--- src/sv/pipeline_hazard_scoreboard_macros.svh ---
// assertion helpers shared by the scoreboard modules
// both expect clk and arst_n in the scope of the module that uses them
`ifndef PIPELINE_HAZARD_SCOREBOARD_MACROS_SVH
`define PIPELINE_HAZARD_SCOREBOARD_MACROS_SVH

// condition in a cycle implies a consequence in the same cycle
`define PHS_ASSERT_SAME(label, ante, cons) \
	label: assert property (@(posedge clk) disable iff (!arst_n) (ante) |-> (cons)) \
		else $error("phs: same-cycle check failed");

// condition in a cycle implies a consequence in the next cycle
`define PHS_ASSERT_NEXT(label, ante, cons) \
	label: assert property (@(posedge clk) disable iff (!arst_n) (ante) |=> (cons)) \
		else $error("phs: next-cycle check failed");

`endif

--- src/sv/phs_pkg.sv ---
`timescale 1ns / 1ps

package phs_pkg;

	// block configuration
	localparam int NUM_REGS       = 32;
	localparam int RESULT_LATENCY = 4;
	localparam int STORE_WINDOW   = 3;
	localparam int STORE_ENTRIES  = 4;

	// field widths
	localparam int OP_W   = 3;
	localparam int REG_W  = 6;
	localparam int OFF_W  = 16;
	localparam int LINE_W = 16;
	localparam int CNT_W  = 16;
	localparam int CD_W   = 3;
	localparam int NOPS_W = 3;

	typedef enum logic [OP_W-1:0] {
		OP_MOV   = 3'd0,
		OP_LOAD  = 3'd1,
		OP_STORE = 3'd2,
		OP_ADD   = 3'd3,
		OP_SUB   = 3'd4,
		OP_OR    = 3'd5,
		OP_HLT   = 3'd6,
		OP_NOP   = 3'd7
	} op_t;

	typedef enum logic [1:0] {
		HZ_NONE  = 2'd0,
		HZ_REG   = 2'd1,
		HZ_STORE = 2'd2
	} hz_kind_t;

	typedef struct packed {
		op_t              op;
		logic [REG_W-1:0] dest_reg;
		logic [REG_W-1:0] src_a;
		logic [REG_W-1:0] src_b;
		logic             src_b_is_reg;
		logic [OFF_W-1:0] mem_offset;
	} instr_t;

	typedef struct packed {
		logic              accepted;
		hz_kind_t          hazard_kind;
		logic [REG_W-1:0]  conflict_reg;
		logic [LINE_W-1:0] producer_line;
		logic [NOPS_W-1:0] nops_inserted;
		logic              memory_access;
		logic [LINE_W-1:0] line_number;
		logic [CNT_W-1:0]  memory_count;
	} result_t;

endpackage

--- src/sv/phs_if.sv ---
`timescale 1ns / 1ps

// decoded instruction channel
interface phs_instr_if import phs_pkg::*; ();
	logic              valid;
	logic              ready;
	logic [OP_W-1:0]   op;
	logic [REG_W-1:0]  dest_reg;
	logic [REG_W-1:0]  src_a;
	logic [REG_W-1:0]  src_b;
	logic              src_b_is_reg;
	logic [OFF_W-1:0]  mem_offset;

	modport source (output valid, op, dest_reg, src_a, src_b, src_b_is_reg, mem_offset,
		input ready);
	modport sink (input valid, op, dest_reg, src_a, src_b, src_b_is_reg, mem_offset,
		output ready);
endinterface

// hazard report channel
interface phs_result_if import phs_pkg::*; ();
	logic              valid;
	logic              ready;
	logic              accepted;
	logic [1:0]        hazard_kind;
	logic [REG_W-1:0]  conflict_reg;
	logic [LINE_W-1:0] producer_line;
	logic [NOPS_W-1:0] nops_inserted;
	logic              memory_access;
	logic [LINE_W-1:0] line_number;
	logic [CNT_W-1:0]  memory_count;

	modport source (output valid, accepted, hazard_kind, conflict_reg, producer_line,
		nops_inserted, memory_access, line_number, memory_count, input ready);
	modport sink (input valid, accepted, hazard_kind, conflict_reg, producer_line,
		nops_inserted, memory_access, line_number, memory_count, output ready);
endinterface

--- src/sv/pipeline_hazard_scoreboard.sv ---
`timescale 1ns / 1ps

// Read-after-write and store-to-load hazard scoreboard. Each decoded instruction
// is captured in an input register, checked against per-register countdowns and
// a small table of recent store addresses, and its report is registered in an
// output register that drives the result port. One instruction per cycle is
// sustained: all countdowns age and compare in parallel and the scoreboard state
// is updated as the item leaves the input register. Only a report held by a low
// result ready stalls the block: it keeps the input register full and drops
// instr.ready in that same cycle. resolve_mode is written through
// cfg_we/cfg_wdata; the user must write it only while idle, and the block does
// not enforce this. 0 rejects an instruction on its first hazard, 1 reports the
// NOPs needed and clears the register countdowns on a hazard. The line counter
// starts at one and wraps at 16 bits.
module pipeline_hazard_scoreboard import phs_pkg::*; (
	input  logic         clk,
	input  logic         arst_n,
	input  logic         cfg_we,
	input  logic         cfg_wdata,
	phs_instr_if.sink    instr,
	phs_result_if.source result
);

	logic    resolve_mode_q;
	logic    valid_s1;
	instr_t  item_s1;
	logic    out_free;
	logic    fire;
	result_t res;

	// configuration register
	always_ff @(posedge clk or negedge arst_n) begin
		if (!arst_n) begin
			resolve_mode_q <= 1'b0;
		end else if (cfg_we) begin
			resolve_mode_q <= cfg_wdata;
		end
	end

	// input register handshake
	assign fire        = valid_s1 && out_free;
	assign instr.ready = !valid_s1 || fire;

	always_ff @(posedge clk or negedge arst_n) begin
		if (!arst_n) begin
			valid_s1 <= 1'b0;
		end else if (instr.ready) begin
			valid_s1 <= instr.valid;
		end
	end

	always_ff @(posedge clk) begin
		if (instr.valid && instr.ready) begin
			item_s1.op           <= op_t'(instr.op);
			item_s1.dest_reg     <= instr.dest_reg;
			item_s1.src_a        <= instr.src_a;
			item_s1.src_b        <= instr.src_b;
			item_s1.src_b_is_reg <= instr.src_b_is_reg;
			item_s1.mem_offset   <= instr.mem_offset;
		end
	end

	// hazard check and scoreboard state
	phs_scoreboard u_scoreboard (
		.clk          (clk),
		.arst_n       (arst_n),
		.fire         (fire),
		.resolve_mode (resolve_mode_q),
		.item_s1      (item_s1),
		.res          (res)
	);

	// result register
	phs_out_reg u_out_reg (
		.clk    (clk),
		.arst_n (arst_n),
		.load   (fire),
		.res    (res),
		.free   (out_free),
		.result (result)
	);

endmodule

--- src/sv/phs_scoreboard.sv ---
`timescale 1ns / 1ps
`include "pipeline_hazard_scoreboard_macros.svh"

module phs_scoreboard import phs_pkg::*; (
	input  logic    clk,
	input  logic    arst_n,
	input  logic    fire,
	input  logic    resolve_mode,
	input  instr_t  item_s1,
	output result_t res
);

	// register countdowns and store table
	logic [CD_W-1:0]  cd_q     [1:NUM_REGS];
	logic [CD_W-1:0]  cd_aged  [1:NUM_REGS];
	logic             sv_q     [STORE_ENTRIES];
	logic [REG_W-1:0] sbase_q  [STORE_ENTRIES];
	logic [OFF_W-1:0] soff_q   [STORE_ENTRIES];
	logic [CD_W-1:0]  scnt_q   [STORE_ENTRIES];
	logic [CD_W-1:0]  scnt_aged[STORE_ENTRIES];
	logic [LINE_W-1:0] line_q;
	logic [CNT_W-1:0]  mem_cnt_q;

	logic [CD_W-1:0] w_sa, w_sb, w_dest, lk_cnt;
	logic [STORE_ENTRIES-1:0] hit, hit_oh, free_oh, min_oh, pick_oh;
	logic [CD_W-1:0] min_cnt;
	logic any_hit, any_free;
	logic [CD_W-1:0] c1, c2;
	hz_kind_t k2;
	logic [REG_W-1:0] r1, r2;
	logic hz1, hz2, ok, mark, clear, store_ins, is_mem, store_fresh;
	logic [CD_W:0] nops_sum;
	logic [LINE_W-1:0] line_after;

	// aging: every live countdown drops by one per item
	always_comb begin
		for (int i = 1; i <= NUM_REGS; i++) begin
			cd_aged[i] = cd_q[i] - CD_W'(cd_q[i] != '0);
		end
		for (int e = 0; e < STORE_ENTRIES; e++) begin
			scnt_aged[e] = scnt_q[e] - CD_W'(scnt_q[e] != '0);
		end
	end

	// countdown read at the three register fields; out of range reads zero
	always_comb begin
		w_sa   = '0;
		w_sb   = '0;
		w_dest = '0;
		for (int i = 1; i <= NUM_REGS; i++) begin
			if (int'(item_s1.src_a) == i) w_sa = cd_aged[i];
			if (int'(item_s1.src_b) == i) w_sb = cd_aged[i];
			if (int'(item_s1.dest_reg) == i) w_dest = cd_aged[i];
		end
	end

	// store table compare, free slot and oldest slot search
	always_comb begin
		hit_oh  = '0;
		free_oh = '0;
		min_oh  = '0;
		lk_cnt  = '0;
		for (int e = 0; e < STORE_ENTRIES; e++) begin
			hit[e] = sv_q[e] && (scnt_aged[e] != '0) && (sbase_q[e] == item_s1.src_a)
				&& (soff_q[e] == item_s1.mem_offset);
		end
		for (int e = STORE_ENTRIES - 1; e >= 0; e--) begin
			if (hit[e]) begin
				hit_oh    = '0;
				hit_oh[e] = 1'b1;
				lk_cnt    = scnt_aged[e];
			end
			if (!sv_q[e] || scnt_aged[e] == '0) begin
				free_oh    = '0;
				free_oh[e] = 1'b1;
			end
		end
		min_cnt   = scnt_aged[0];
		min_oh[0] = 1'b1;
		for (int e = 1; e < STORE_ENTRIES; e++) begin
			if (scnt_aged[e] < min_cnt) begin
				min_cnt   = scnt_aged[e];
				min_oh    = '0;
				min_oh[e] = 1'b1;
			end
		end
		any_hit  = |hit_oh;
		any_free = |free_oh;
		pick_oh  = any_hit ? hit_oh : (any_free ? free_oh : min_oh);
	end

	// hazard checks in program order; a resolved hazard clears registers
	always_comb begin
		c1   = '0;
		c2   = '0;
		k2   = HZ_REG;
		r1   = '0;
		r2   = '0;
		mark = 1'b0;
		case (item_s1.op)
			OP_MOV: begin
				c1   = w_sa;
				r1   = item_s1.src_a;
				mark = 1'b1;
			end
			OP_LOAD: begin
				c1   = w_sa;
				r1   = item_s1.src_a;
				c2   = lk_cnt;
				k2   = HZ_STORE;
				mark = 1'b1;
			end
			OP_STORE: begin
				c1 = w_dest;
				r1 = item_s1.dest_reg;
				c2 = (resolve_mode && w_dest != '0) ? '0 : w_sa;
				r2 = item_s1.src_a;
			end
			OP_ADD, OP_SUB, OP_OR: begin
				c1   = w_sa;
				r1   = item_s1.src_a;
				c2   = (item_s1.src_b_is_reg && !(resolve_mode && w_sa != '0)) ? w_sb : '0;
				r2   = item_s1.src_b;
				mark = 1'b1;
			end
			default: begin
				c1 = '0;
			end
		endcase
	end

	// result assembly
	always_comb begin
		hz1       = (c1 != '0);
		hz2       = (c2 != '0);
		ok        = resolve_mode || (!hz1 && !hz2);
		clear     = resolve_mode && (hz1 || hz2);
		nops_sum  = resolve_mode ? ({1'b0, c1} + {1'b0, c2}) : '0;
		line_after = line_q + LINE_W'(nops_sum);
		is_mem    = ok && (item_s1.op == OP_LOAD || item_s1.op == OP_STORE);
		store_ins = ok && (item_s1.op == OP_STORE);

		res.accepted      = ok;
		res.hazard_kind   = HZ_NONE;
		res.conflict_reg  = '0;
		res.producer_line = '0;
		if (hz1) begin
			res.hazard_kind   = HZ_REG;
			res.conflict_reg  = r1;
			res.producer_line = line_q - LINE_W'(RESULT_LATENCY) + LINE_W'(c1);
		end else if (hz2) begin
			res.hazard_kind   = k2;
			res.conflict_reg  = (k2 == HZ_STORE) ? '0 : r2;
			res.producer_line = line_q + LINE_W'(c2) - ((k2 == HZ_STORE)
				? LINE_W'(STORE_WINDOW) : LINE_W'(RESULT_LATENCY));
		end
		res.nops_inserted = (nops_sum > (CD_W+1)'({NOPS_W{1'b1}})) ? '1
			: NOPS_W'(nops_sum);
		res.memory_access = is_mem;
		res.line_number   = line_after;
		res.memory_count  = (is_mem && mem_cnt_q != '1) ? mem_cnt_q + 1'b1 : mem_cnt_q;
	end

	// state update when the item moves on
	always_ff @(posedge clk or negedge arst_n) begin
		if (!arst_n) begin
			for (int i = 1; i <= NUM_REGS; i++) cd_q[i] <= '0;
			for (int e = 0; e < STORE_ENTRIES; e++) begin
				sv_q[e]   <= 1'b0;
				scnt_q[e] <= '0;
			end
			line_q    <= LINE_W'(1);
			mem_cnt_q <= '0;
		end else if (fire) begin
			for (int i = 1; i <= NUM_REGS; i++) begin
				if (mark && int'(item_s1.dest_reg) == i) cd_q[i] <= CD_W'(RESULT_LATENCY);
				else if (clear) cd_q[i] <= '0;
				else cd_q[i] <= cd_aged[i];
			end
			for (int e = 0; e < STORE_ENTRIES; e++) begin
				if (store_ins && pick_oh[e]) begin
					sv_q[e]   <= 1'b1;
					scnt_q[e] <= CD_W'(STORE_WINDOW);
				end else begin
					scnt_q[e] <= scnt_aged[e];
				end
			end
			line_q    <= line_after + 1'b1;
			mem_cnt_q <= res.memory_count;
		end
	end

	// store keys carry no reset
	always_ff @(posedge clk) begin
		for (int e = 0; e < STORE_ENTRIES; e++) begin
			if (fire && store_ins && pick_oh[e]) begin
				sbase_q[e] <= item_s1.src_a;
				soff_q[e]  <= item_s1.mem_offset;
			end
		end
	end

	// some slot holds a fresh store window
	always_comb begin
		store_fresh = 1'b0;
		for (int e = 0; e < STORE_ENTRIES; e++) begin
			if (sv_q[e] && scnt_q[e] == CD_W'(STORE_WINDOW)) store_fresh = 1'b1;
		end
	end

	`PHS_ASSERT_SAME(a_resolve_accepts, fire && resolve_mode, res.accepted)
	`PHS_ASSERT_NEXT(a_idle_line_holds, !fire, $stable(line_q))
	`PHS_ASSERT_NEXT(a_reject_count_holds, fire && !res.accepted, $stable(mem_cnt_q))
	`PHS_ASSERT_NEXT(a_store_marks_slot, fire && store_ins, store_fresh)

endmodule

--- src/sv/phs_out_reg.sv ---
`timescale 1ns / 1ps

module phs_out_reg import phs_pkg::*; (
	input  logic          clk,
	input  logic          arst_n,
	input  logic          load,
	input  result_t       res,
	output logic          free,
	phs_result_if.source  result
);

	logic    valid_q;
	result_t data_q;

	// slot opens when empty or drained this cycle
	assign free = !valid_q || result.ready;

	always_ff @(posedge clk or negedge arst_n) begin
		if (!arst_n) begin
			valid_q <= 1'b0;
		end else if (free) begin
			valid_q <= load;
		end
	end

	always_ff @(posedge clk) begin
		if (load) begin
			data_q <= res;
		end
	end

	// drive the channel
	assign result.valid         = valid_q;
	assign result.accepted      = data_q.accepted;
	assign result.hazard_kind   = data_q.hazard_kind;
	assign result.conflict_reg  = data_q.conflict_reg;
	assign result.producer_line = data_q.producer_line;
	assign result.nops_inserted = data_q.nops_inserted;
	assign result.memory_access = data_q.memory_access;
	assign result.line_number   = data_q.line_number;
	assign result.memory_count  = data_q.memory_count;

endmodule
--- src/flat_wrapper.sv ---
// flat-port wrapper written by rule: the top's interface ports become plain ports
module pipeline_hazard_scoreboard_flat import phs_pkg::*;
  (clk, arst_n, cfg_we, cfg_wdata, instr_valid, instr_op, instr_dest_reg, instr_src_a, instr_src_b, instr_src_b_is_reg, instr_mem_offset, instr_ready, result_valid, result_accepted, result_hazard_kind, result_conflict_reg, result_producer_line, result_nops_inserted, result_memory_access, result_line_number, result_memory_count, result_ready);
  phs_instr_if instr_i ();
  phs_result_if result_i ();
  input  logic clk;
  input  logic arst_n;
  input  logic cfg_we;
  input  logic cfg_wdata;
  input wire logic [$bits(instr_i.valid)-1:0] instr_valid;
  input wire logic [$bits(instr_i.op)-1:0] instr_op;
  input wire logic [$bits(instr_i.dest_reg)-1:0] instr_dest_reg;
  input wire logic [$bits(instr_i.src_a)-1:0] instr_src_a;
  input wire logic [$bits(instr_i.src_b)-1:0] instr_src_b;
  input wire logic [$bits(instr_i.src_b_is_reg)-1:0] instr_src_b_is_reg;
  input wire logic [$bits(instr_i.mem_offset)-1:0] instr_mem_offset;
  output wire logic [$bits(instr_i.ready)-1:0] instr_ready;
  output wire logic [$bits(result_i.valid)-1:0] result_valid;
  output wire logic [$bits(result_i.accepted)-1:0] result_accepted;
  output wire logic [$bits(result_i.hazard_kind)-1:0] result_hazard_kind;
  output wire logic [$bits(result_i.conflict_reg)-1:0] result_conflict_reg;
  output wire logic [$bits(result_i.producer_line)-1:0] result_producer_line;
  output wire logic [$bits(result_i.nops_inserted)-1:0] result_nops_inserted;
  output wire logic [$bits(result_i.memory_access)-1:0] result_memory_access;
  output wire logic [$bits(result_i.line_number)-1:0] result_line_number;
  output wire logic [$bits(result_i.memory_count)-1:0] result_memory_count;
  input wire logic [$bits(result_i.ready)-1:0] result_ready;
  assign instr_i.valid = instr_valid;
  assign instr_i.op = instr_op;
  assign instr_i.dest_reg = instr_dest_reg;
  assign instr_i.src_a = instr_src_a;
  assign instr_i.src_b = instr_src_b;
  assign instr_i.src_b_is_reg = instr_src_b_is_reg;
  assign instr_i.mem_offset = instr_mem_offset;
  assign instr_ready = instr_i.ready;
  assign result_valid = result_i.valid;
  assign result_accepted = result_i.accepted;
  assign result_hazard_kind = result_i.hazard_kind;
  assign result_conflict_reg = result_i.conflict_reg;
  assign result_producer_line = result_i.producer_line;
  assign result_nops_inserted = result_i.nops_inserted;
  assign result_memory_access = result_i.memory_access;
  assign result_line_number = result_i.line_number;
  assign result_memory_count = result_i.memory_count;
  assign result_i.ready = result_ready;
  pipeline_hazard_scoreboard u_core (.clk(clk), .arst_n(arst_n), .cfg_we(cfg_we), .cfg_wdata(cfg_wdata), .instr(instr_i), .result(result_i));
endmodule
--- config.mk ---
export PLATFORM = sky130hd
export DESIGN_NAME = pipeline_hazard_scoreboard_flat
export DESIGN_NICKNAME = d
export VERILOG_FILES = /design/src/sv/phs_pkg.sv /design/src/sv/phs_if.sv /design/src/sv/pipeline_hazard_scoreboard.sv /design/src/sv/phs_scoreboard.sv /design/src/sv/phs_out_reg.sv /design/src/flat_wrapper.sv
export VERILOG_INCLUDE_DIRS = /design/src /design/src/sv
export SDC_FILE = /design/constraint.sdc
export NUM_CORES = 1
export LEC_CHECK = 0
export BUFFER_PORTS_ARGS = -buffer_cell sky130_fd_sc_hd__buf_2
export CORE_UTILIZATION = 45
export CTS_CLUSTER_SIZE = 16
export DETAILED_ROUTE_END_ITERATION = 8
export GPL_ROUTABILITY_DRIVEN = 0
export SYNTH_ARGS = -nofsm -noshare
export SYNTH_HDL_FRONTEND = slang
export SYNTH_SLANG_ARGS = --single-unit
--- constraint.sdc ---
create_clock -name clk -period 6.89 [get_ports clk]
set_input_delay 1.378 -clock clk [delete_from_list [all_inputs] [get_ports clk]]
set_output_delay 1.378 -clock clk [all_outputs]
set_load 0.01 [all_outputs]
==> After elaboration in Yosys (flattened, before gate mapping) <==
Memories as Yosys holds them, arrays and structs flattened.
Index checks and enable logic that the tools add are counted.
{ "totals": {"memories": 2, "word_cells": 590, "ram_bits": 88, "register_bits": 246, "out_inout_bits": 63, "input_bits": 44} }
{ "memory_table": {"columns": ["memory", "words", "width", "rd", "rd_clocked_by_memory_dff", "wr", "line", "text"], "rows": [
  ["u_core.u_scoreboard.soff_q", 4, 16, 4, 0, 1, "phs_scoreboard.sv:18", "logic [OFF_W-1:0] soff_q [STORE_ENTRIES];"],
  ["u_core.u_scoreboard.sbase_q", 4, 6, 4, 0, 1, "phs_scoreboard.sv:17", "logic [REG_W-1:0] sbase_q [STORE_ENTRIES];"]
]} }
{ "op_classes": {"n_reduce_logical": 145, "muxes": 223, "bitwise": 1, "eq_ne": 111, "n_lt_le_gt_ge": 4, "add_sub_neg": 44} }
{ "op_table": {"columns": ["operator", "n"], "rows": [
  ["3-bit 2-to-1 mux", 173],
  ["6-bit equality test, second input constant", 51],
  ["6-bit by 5-bit equality test with 1-bit output, second input constant", 24],
  ["3-bit nonzero test", 44],
  ["3-bit by 1-bit subtractor with 3-bit output", 36],
  ["6-bit by 4-bit equality test with 1-bit output, second input constant", 12],
  ["16-bit equality test", 4],
  ["16-bit 2-to-1 mux", 4],
  ["1-bit logical AND", 63],
  ["4-bit 2-to-1 mux", 13],
  ["16-bit OR reduction", 3],
  ["6-bit by 3-bit equality test with 1-bit output, second input constant", 6],
  ["16-bit by 1-bit adder with 16-bit output, second input constant", 2],
  ["16-bit by 3-bit adder with 16-bit output", 2],
  ["6-bit equality test", 4],
  ["6-bit 2-to-1 mux", 4],
  ["6-bit case mux with 2 select lines", 2],
  ["23-bit 2-to-1 mux", 1],
  ["22-bit 2-to-1 mux", 1],
  ["6-bit by 2-bit equality test with 1-bit output, second input constant", 3],
  ["6-bit OR reduction", 3],
  ["16-bit by 4-bit adder with 16-bit output", 1],
  ["2-bit 2-to-1 mux", 8],
  ["16-bit != test, second input constant", 1],
  ["21 further kinds", 63]
]} }

==> Logic depth before layout (Yosys ltp) <==
{ "depth": {"ltp_word": 53, "depth_mapped": 31, "mapped_depth_nobuf": 31} }

==> Modules after synthesis <==
From an unflattened synthesis, not the netlist that was laid out.
{ "unflattened": {"hier_cells": 2308, "area_unflattened_um2": 22685.5} }
{ "by_module_without_submodules": {"columns": ["mod", "instances", "seq_area_each_um2", "area_per_inst_um2", "cells_per_inst"], "rows": [
  ["phs_scoreboard", 1, 6247.2, 19565.0, 2199],
  ["phs_out_reg", 1, 1856.8, 1879.3, 64],
  ["pipeline_hazard_scoreboard", 1, 1191.1, 1241.2, 45]
]} }

==> Least setup slack after synthesis <==
OpenSTA, ideal clock, no wires.
{ "synth_path": {"path_type": "reg2reg", "start": "register u_core.u_scoreboard.scnt_q[8] (netlist name)", "end": "memory u_core.u_scoreboard.sbase_q[0][0], enable pin", "period_less_slack_ns": 6.329, "arrival_time_ns": 5.889, "stages_incl_launch_ff": 21, "setup_slack_ns": 0.561, "required_time_ns": 6.450, "setup_time_ns": 0.440, "n_path_buf": 0, "cell_sequence": "dfrtp_1 -> or3_1 -> ha_1 -> ha_1 -> xnor2_1 -> inv_1 -> ha_1 -> o21ai_0 -> o21ai_0 -> ha_1 -> a21oi_1 -> o21bai_1 -> mux2_2 -> ha_1 -> o31ai_1 -> a211o_1 -> nand3b_1 -> o21ai_0 -> nand2_1 -> nand2_1 -> nor3b_1"} }
{ "synth_between": {"elab_chain_cells": 22, "word_cells_on_any_way": 54, "classes_between": "add/sub (1); order compare (3); mux (28); reduce/logical (22)"} }
{ "synth_lines": {"columns": ["item", "line", "text"], "rows": [
  ["from (decl)", "phs_scoreboard.sv:19", "logic [CD_W-1:0] scnt_q [STORE_ENTRIES];"],
  ["from (signal, indexed assignment)", "phs_scoreboard.sv:183", "scnt_q[e] <= CD_W'(STORE_WINDOW);"],
  ["from (signal, indexed assignment)", "phs_scoreboard.sv:185", "scnt_q[e] <= scnt_aged[e];"],
  ["3-bit nonzero test", "phs_scoreboard.sv:41", "scnt_aged[e] = scnt_q[e] - CD_W'(scnt_q[e] != '0);"],
  ["3-bit by 1-bit subtractor with 3-bit output *", "phs_scoreboard.sv:41", null],
  ["parallel branches: the longest is 20 deep, another holds 3-bit less-than comparator", null, null],
  ["to (decl)", "phs_scoreboard.sv:17", null]
]} }
Mark *: on every way between the ends.

==> results.sh <==
export IMPL_layout_filler_cells=4500
export IMPL_route_final_wire_length_um=70260
export IMPL_biggestRegsByFlops="u_core.u_scoreboard.cd_q: 96 flops, u_core.u_scoreboard.soff_q: 64 flops, u_core.item_s1: 38 flops"
export IMPL_tritoncts="done"
export IMPL_fin_cells=3127
export IMPL_worst_slew_pin_tran_ns=1.446
export IMPL_max_cap_violations=0
export IMPL_timing_final_setup_violations=0
export IMPL_crit_path_end="u_core.u_scoreboard.line_q[13]$_DFFE_PN0P_"
export IMPL_htreeDepth=2
export IMPL_synthesis_area_sq_um=22580
export IMPL_clock_tree_root_cell="sky130_fd_sc_hd__clkbuf_16"
export IMPL_timing_max_slew_rel_slack=0.03250
export IMPL_mappedNetlistNets=2473
export IMPL_global_route_wire_length_before_repair_um=108200
export IMPL_hold_path_class="reg2reg"
export IMPL_timing_critical_path_from_type="register"
export IMPL_first_drt_pass_iteration_count=7
export IMPL_die_y_um=226
export IMPL_detail_route_iter0_violations=2126
export IMPL_antenna_left=0
export IMPL_final_max_slew_violation_count=0
export IMPL_numClockSinks=334
export IMPL_critical_path_endpoint_type="register"
export IMPL_ff2ff_path_depth=25
export IMPL_timing_critical_path_slowest_cell_delay_ns=0.72
export IMPL_postSynthAreaPerCell_sq_um=9.804
export IMPL_worst_r2r_endpoint="u_core.u_scoreboard.line_q[13]$_DFFE_PN0P_"
export IMPL_post_drt_via_cell_ratio=6.233
export IMPL_dominant_cell_type_by_area_after_synthesis="sky130_fd_sc_hd__edfxtp_1"
export IMPL_synth_cell_type_count=109
export IMPL_min_period_ns=6.650
export IMPL_report_final_hold_viol_count=0
export IMPL_num_vias=19490
export IMPL_cts_max_path_buffers=3
export IMPL_synth_enable_flop_cells=187
export IMPL_layout_area_seq_sq_um=9295
export IMPL_floorplan_die_width_um=226
export IMPL_r2r_setup_slack_ns=0.24
export IMPL_final_stage_net_count=2602
export IMPL_design_die_area_sq_um=51080
export IMPL_cts_clk_slew_worst_paths_ns=0.06
export IMPL_gr_total_overflow=0
export IMPL_timing_critical_path_required_ns=7.33
export IMPL_number_of_flip_flops_in_the_largest_register=96
export IMPL_path_common_cell="sky130_fd_sc_hd__inv_1"
export IMPL_ys_warnings_count=0
export IMPL_design_core_area_sq_um=49250
export IMPL_power_ir_vdd_worst_v=0.0002390
export IMPL_setup_tns_final_ns=0
export IMPL_placement_io_buffers=106
export IMPL_pin_count_of_the_biggest_net_entering_global_routing=96
export IMPL_place_inst=3049
export IMPL_pin_count=107
export IMPL_asyncSetResetFlopFracSynth=0.4401
export IMPL_yosys_area_top_type_share=0.2487
export IMPL_yosys_register_bits=334
export IMPL_reg_with_most_ffs="u_core.u_scoreboard.cd_q"
export IMPL_drc=0
export IMPL_leakagePower_uw=0.01042
export IMPL_cp_arrival_ns=7.09
export IMPL_crit_start="u_core.item_s1[26]$_DFFE_PP_"
export IMPL_cts_made_buffers=39
export IMPL_detailedPlacementHpwl_um=50140
export IMPL_cp_max_fo=14
export IMPL_fin_crit_sh=0.9652
export IMPL_antenna_found_initial=1
export IMPL_finalCoreUtilization=0.5187
export IMPL_wire_per_inst_um=22.47
export IMPL_clock_skew_final_ns=0.02403
export IMPL_ys_flop_type="sky130_fd_sc_hd__edfxtp_1"
export IMPL_initial_standard_cell_utilization_of_the_core=0.4584
export IMPL_powerDensity_nw_per_um2=429.4
export IMPL_critical_path_slowest_cell="sky130_fd_sc_hd__or4b_2"
export IMPL_criticalPathCategory="reg2reg"
export IMPL_synth_cells=2303
export IMPL_final_cell_area_sq_um=25550
export IMPL_area_taken_by_multi_input_logic_gates_sq_um=12070
export IMPL_worst_skew_pair_late_latency_ns=0.57
export IMPL_global_route_usage_total=0.2752
export IMPL_portion_of_the_post_synthesis_area_used_by_sequential_elements=0.4117
export IMPL_grt_pass1_vias=18530
export IMPL_power_total_uw=10970
export IMPL_worst_r2r_startpoint="u_core.item_s1[26]$_DFFE_PP_"
export IMPL_fraction_of_layout_instances_using_a_drive_strength_above_1=0.1511
export IMPL_timing_fmax_mhz=150.4
export IMPL_outcome="completed"
export IMPL_area_delta_synth_final_pct=13.16
export IMPL_yosys_top_cells_area="sky130_fd_sc_hd__edfxtp_1 25%, sky130_fd_sc_hd__dfrtp_1 16%, sky130_fd_sc_hd__ha_1 6.6%"
export IMPL_placedInstanceArea_sq_um=24160
export IMPL_floorplan_rows=81
[power breakdown]
group / leakage [uW] / internal, uW / switching [uW]
Combinational: 0.00627 / 2370 / 3640
Sequential: 0.00355 / 2630 / 332
Clock: 0.000599 / 1150 / 844
Total: 0.0104 / 6150 / 4820
[layout by cell type (no fill, tap or decap), types with 18 or more instances in the layout]
cell and instances:
sky130_fd_sc_hd__nand2_1 119, sky130_fd_sc_hd__nand3_1 82, sky130_fd_sc_hd__nand4_1 23, sky130_fd_sc_hd__nor3_1 62
sky130_fd_sc_hd__mux2i_1 27, sky130_fd_sc_hd__dfrtp_1 146, sky130_fd_sc_hd__nor2_1 170, sky130_fd_sc_hd__mux2_2 18
sky130_fd_sc_hd__o22ai_1 27, sky130_fd_sc_hd__nor2b_1 19, sky130_fd_sc_hd__edfxtp_1 187, sky130_fd_sc_hd__xor2_1 94
sky130_fd_sc_hd__a22oi_1 19, sky130_fd_sc_hd__buf_4 111, sky130_fd_sc_hd__xnor2_1 97, sky130_fd_sc_hd__nand2b_1 31
sky130_fd_sc_hd__o211ai_1 20, sky130_fd_sc_hd__o2111ai_1 40, sky130_fd_sc_hd__a22o_1 68, sky130_fd_sc_hd__buf_2 105
sky130_fd_sc_hd__o311ai_1 32, sky130_fd_sc_hd__a21oi_1 133, sky130_fd_sc_hd__nor4_1 22, sky130_fd_sc_hd__o21ai_0 83
sky130_fd_sc_hd__a31oi_1 26, sky130_fd_sc_hd__a21o_1 23, sky130_fd_sc_hd__inv_1 183, sky130_fd_sc_hd__clkbuf_16 40
sky130_fd_sc_hd__ha_1 120
[cells in the mapped netlist, types with 41 or more instances]
| master | n |
|---|---|
| sky130_fd_sc_hd__a21oi_1 | 136 |
| sky130_fd_sc_hd__a22o_1 | 68 |
| sky130_fd_sc_hd__clkbuf_1 | 60 |
| sky130_fd_sc_hd__dfrtp_1 | 146 |
| sky130_fd_sc_hd__edfxtp_1 | 187 |
| sky130_fd_sc_hd__ha_1 | 120 |
| sky130_fd_sc_hd__inv_1 | 183 |
| sky130_fd_sc_hd__nand2_1 | 120 |
| sky130_fd_sc_hd__nand3_1 | 82 |
| sky130_fd_sc_hd__nor2_1 | 172 |
| sky130_fd_sc_hd__nor3_1 | 65 |
| sky130_fd_sc_hd__o2111ai_1 | 41 |
| sky130_fd_sc_hd__o21ai_0 | 85 |
| sky130_fd_sc_hd__xnor2_1 | 100 |
| sky130_fd_sc_hd__xor2_1 | 94 |
[area by class of cell]
class                   count  area share
diodes                      1  0.00009794
multi-input cells        1651      0.4723
flip-flops and latches    334      0.3638
clock inverters            17    0.005044
repair buffers            220     0.05597
inverters                 186     0.02742
well taps                 664     0.03252
clock buffers              54     0.04280
[what timing repair did]
action	in CTS	in global routing
setup endpoints to repair	0	8
hold buffers	0	0
resized for setup	0	24
setup buffers	0	6
endpoints found under the hold margin	0	0
[through the flow]
stage,worst slack (ns),hold slack (ns)
2_1_floorplan,0.5613,0.4336
3_5_place_dp,0.2317,0.4528
5_1_grt,-0.02286,0.4921
3_3_place_gp,0.3209,0.4632
4_1_cts,0.1953,0.4718
6_report,0.2396,0.4676
[worst max-delay path: cells and delay by family, from the launching register on]
family | cells | cell delay (ns)
XOR/XNOR | 1 | 0.19
AND/OR/NAND/NOR | 9 | 2.13
adder cells (fa/ha/maj) | 3 | 0.96
AO/OA/AOI/OAI | 9 | 2.31
buffers and inverters | 3 | 0.30
flip-flops | 1 | 0.66
[layer usage]
layer	routed length (um)	share of wire	track usage
met5	0	0	0
met4	3379	0.048	0.1253
met3	5856	0.083	0.04970
met2	31820	0.45	0.4378
met1	29200	0.42	0.3637
[how the worst min path moves through the flow]
stage | start | to | slack, ns | cells after the start
finish | u_core.u_scoreboard.sv_q[1]$_DFFE_PN0P_ | u_core.u_scoreboard.sv_q[1]$_DFFE_PN0P_ | 0.47 | 1
global route | u_core.u_scoreboard.sv_q[1]$_DFFE_PN0P_ | u_core.u_scoreboard.sv_q[1]$_DFFE_PN0P_ | 0.49 | 1
CTS | u_core.u_scoreboard.sv_q[1]$_DFFE_PN0P_ | u_core.u_scoreboard.sv_q[1]$_DFFE_PN0P_ | 0.47 | 1
detailed placement | u_core.u_scoreboard.sv_q[1]$_DFFE_PN0P_ | u_core.u_scoreboard.sv_q[1]$_DFFE_PN0P_ | 0.45 | 1
global placement | u_core.u_scoreboard.sv_q[1]$_DFFE_PN0P_ | u_core.u_scoreboard.sv_q[1]$_DFFE_PN0P_ | 0.46 | 1
floorplan | u_core.u_scoreboard.sv_q[0]$_DFFE_PN0P_ | u_core.u_scoreboard.sv_q[0]$_DFFE_PN0P_ | 0.43 | 1
[cell families (layout without fill, tap and decap cells)]
kind of cell	count (synthesis)	in the layout	synth area share
AOI/OAI and AO/OA	619	619	0.1962
xor gates and xnor gates	194	194	0.07525
adders and majority gates	126	126	0.07182
buffers and inverters	318	477	0.06040
DFF	334	334	0.4117
muxes	57	57	0.03109
other	0	1	0
and+or+nand+nor	655	655	0.1536
No activity file was read; power rests on OpenSTA's default activity.
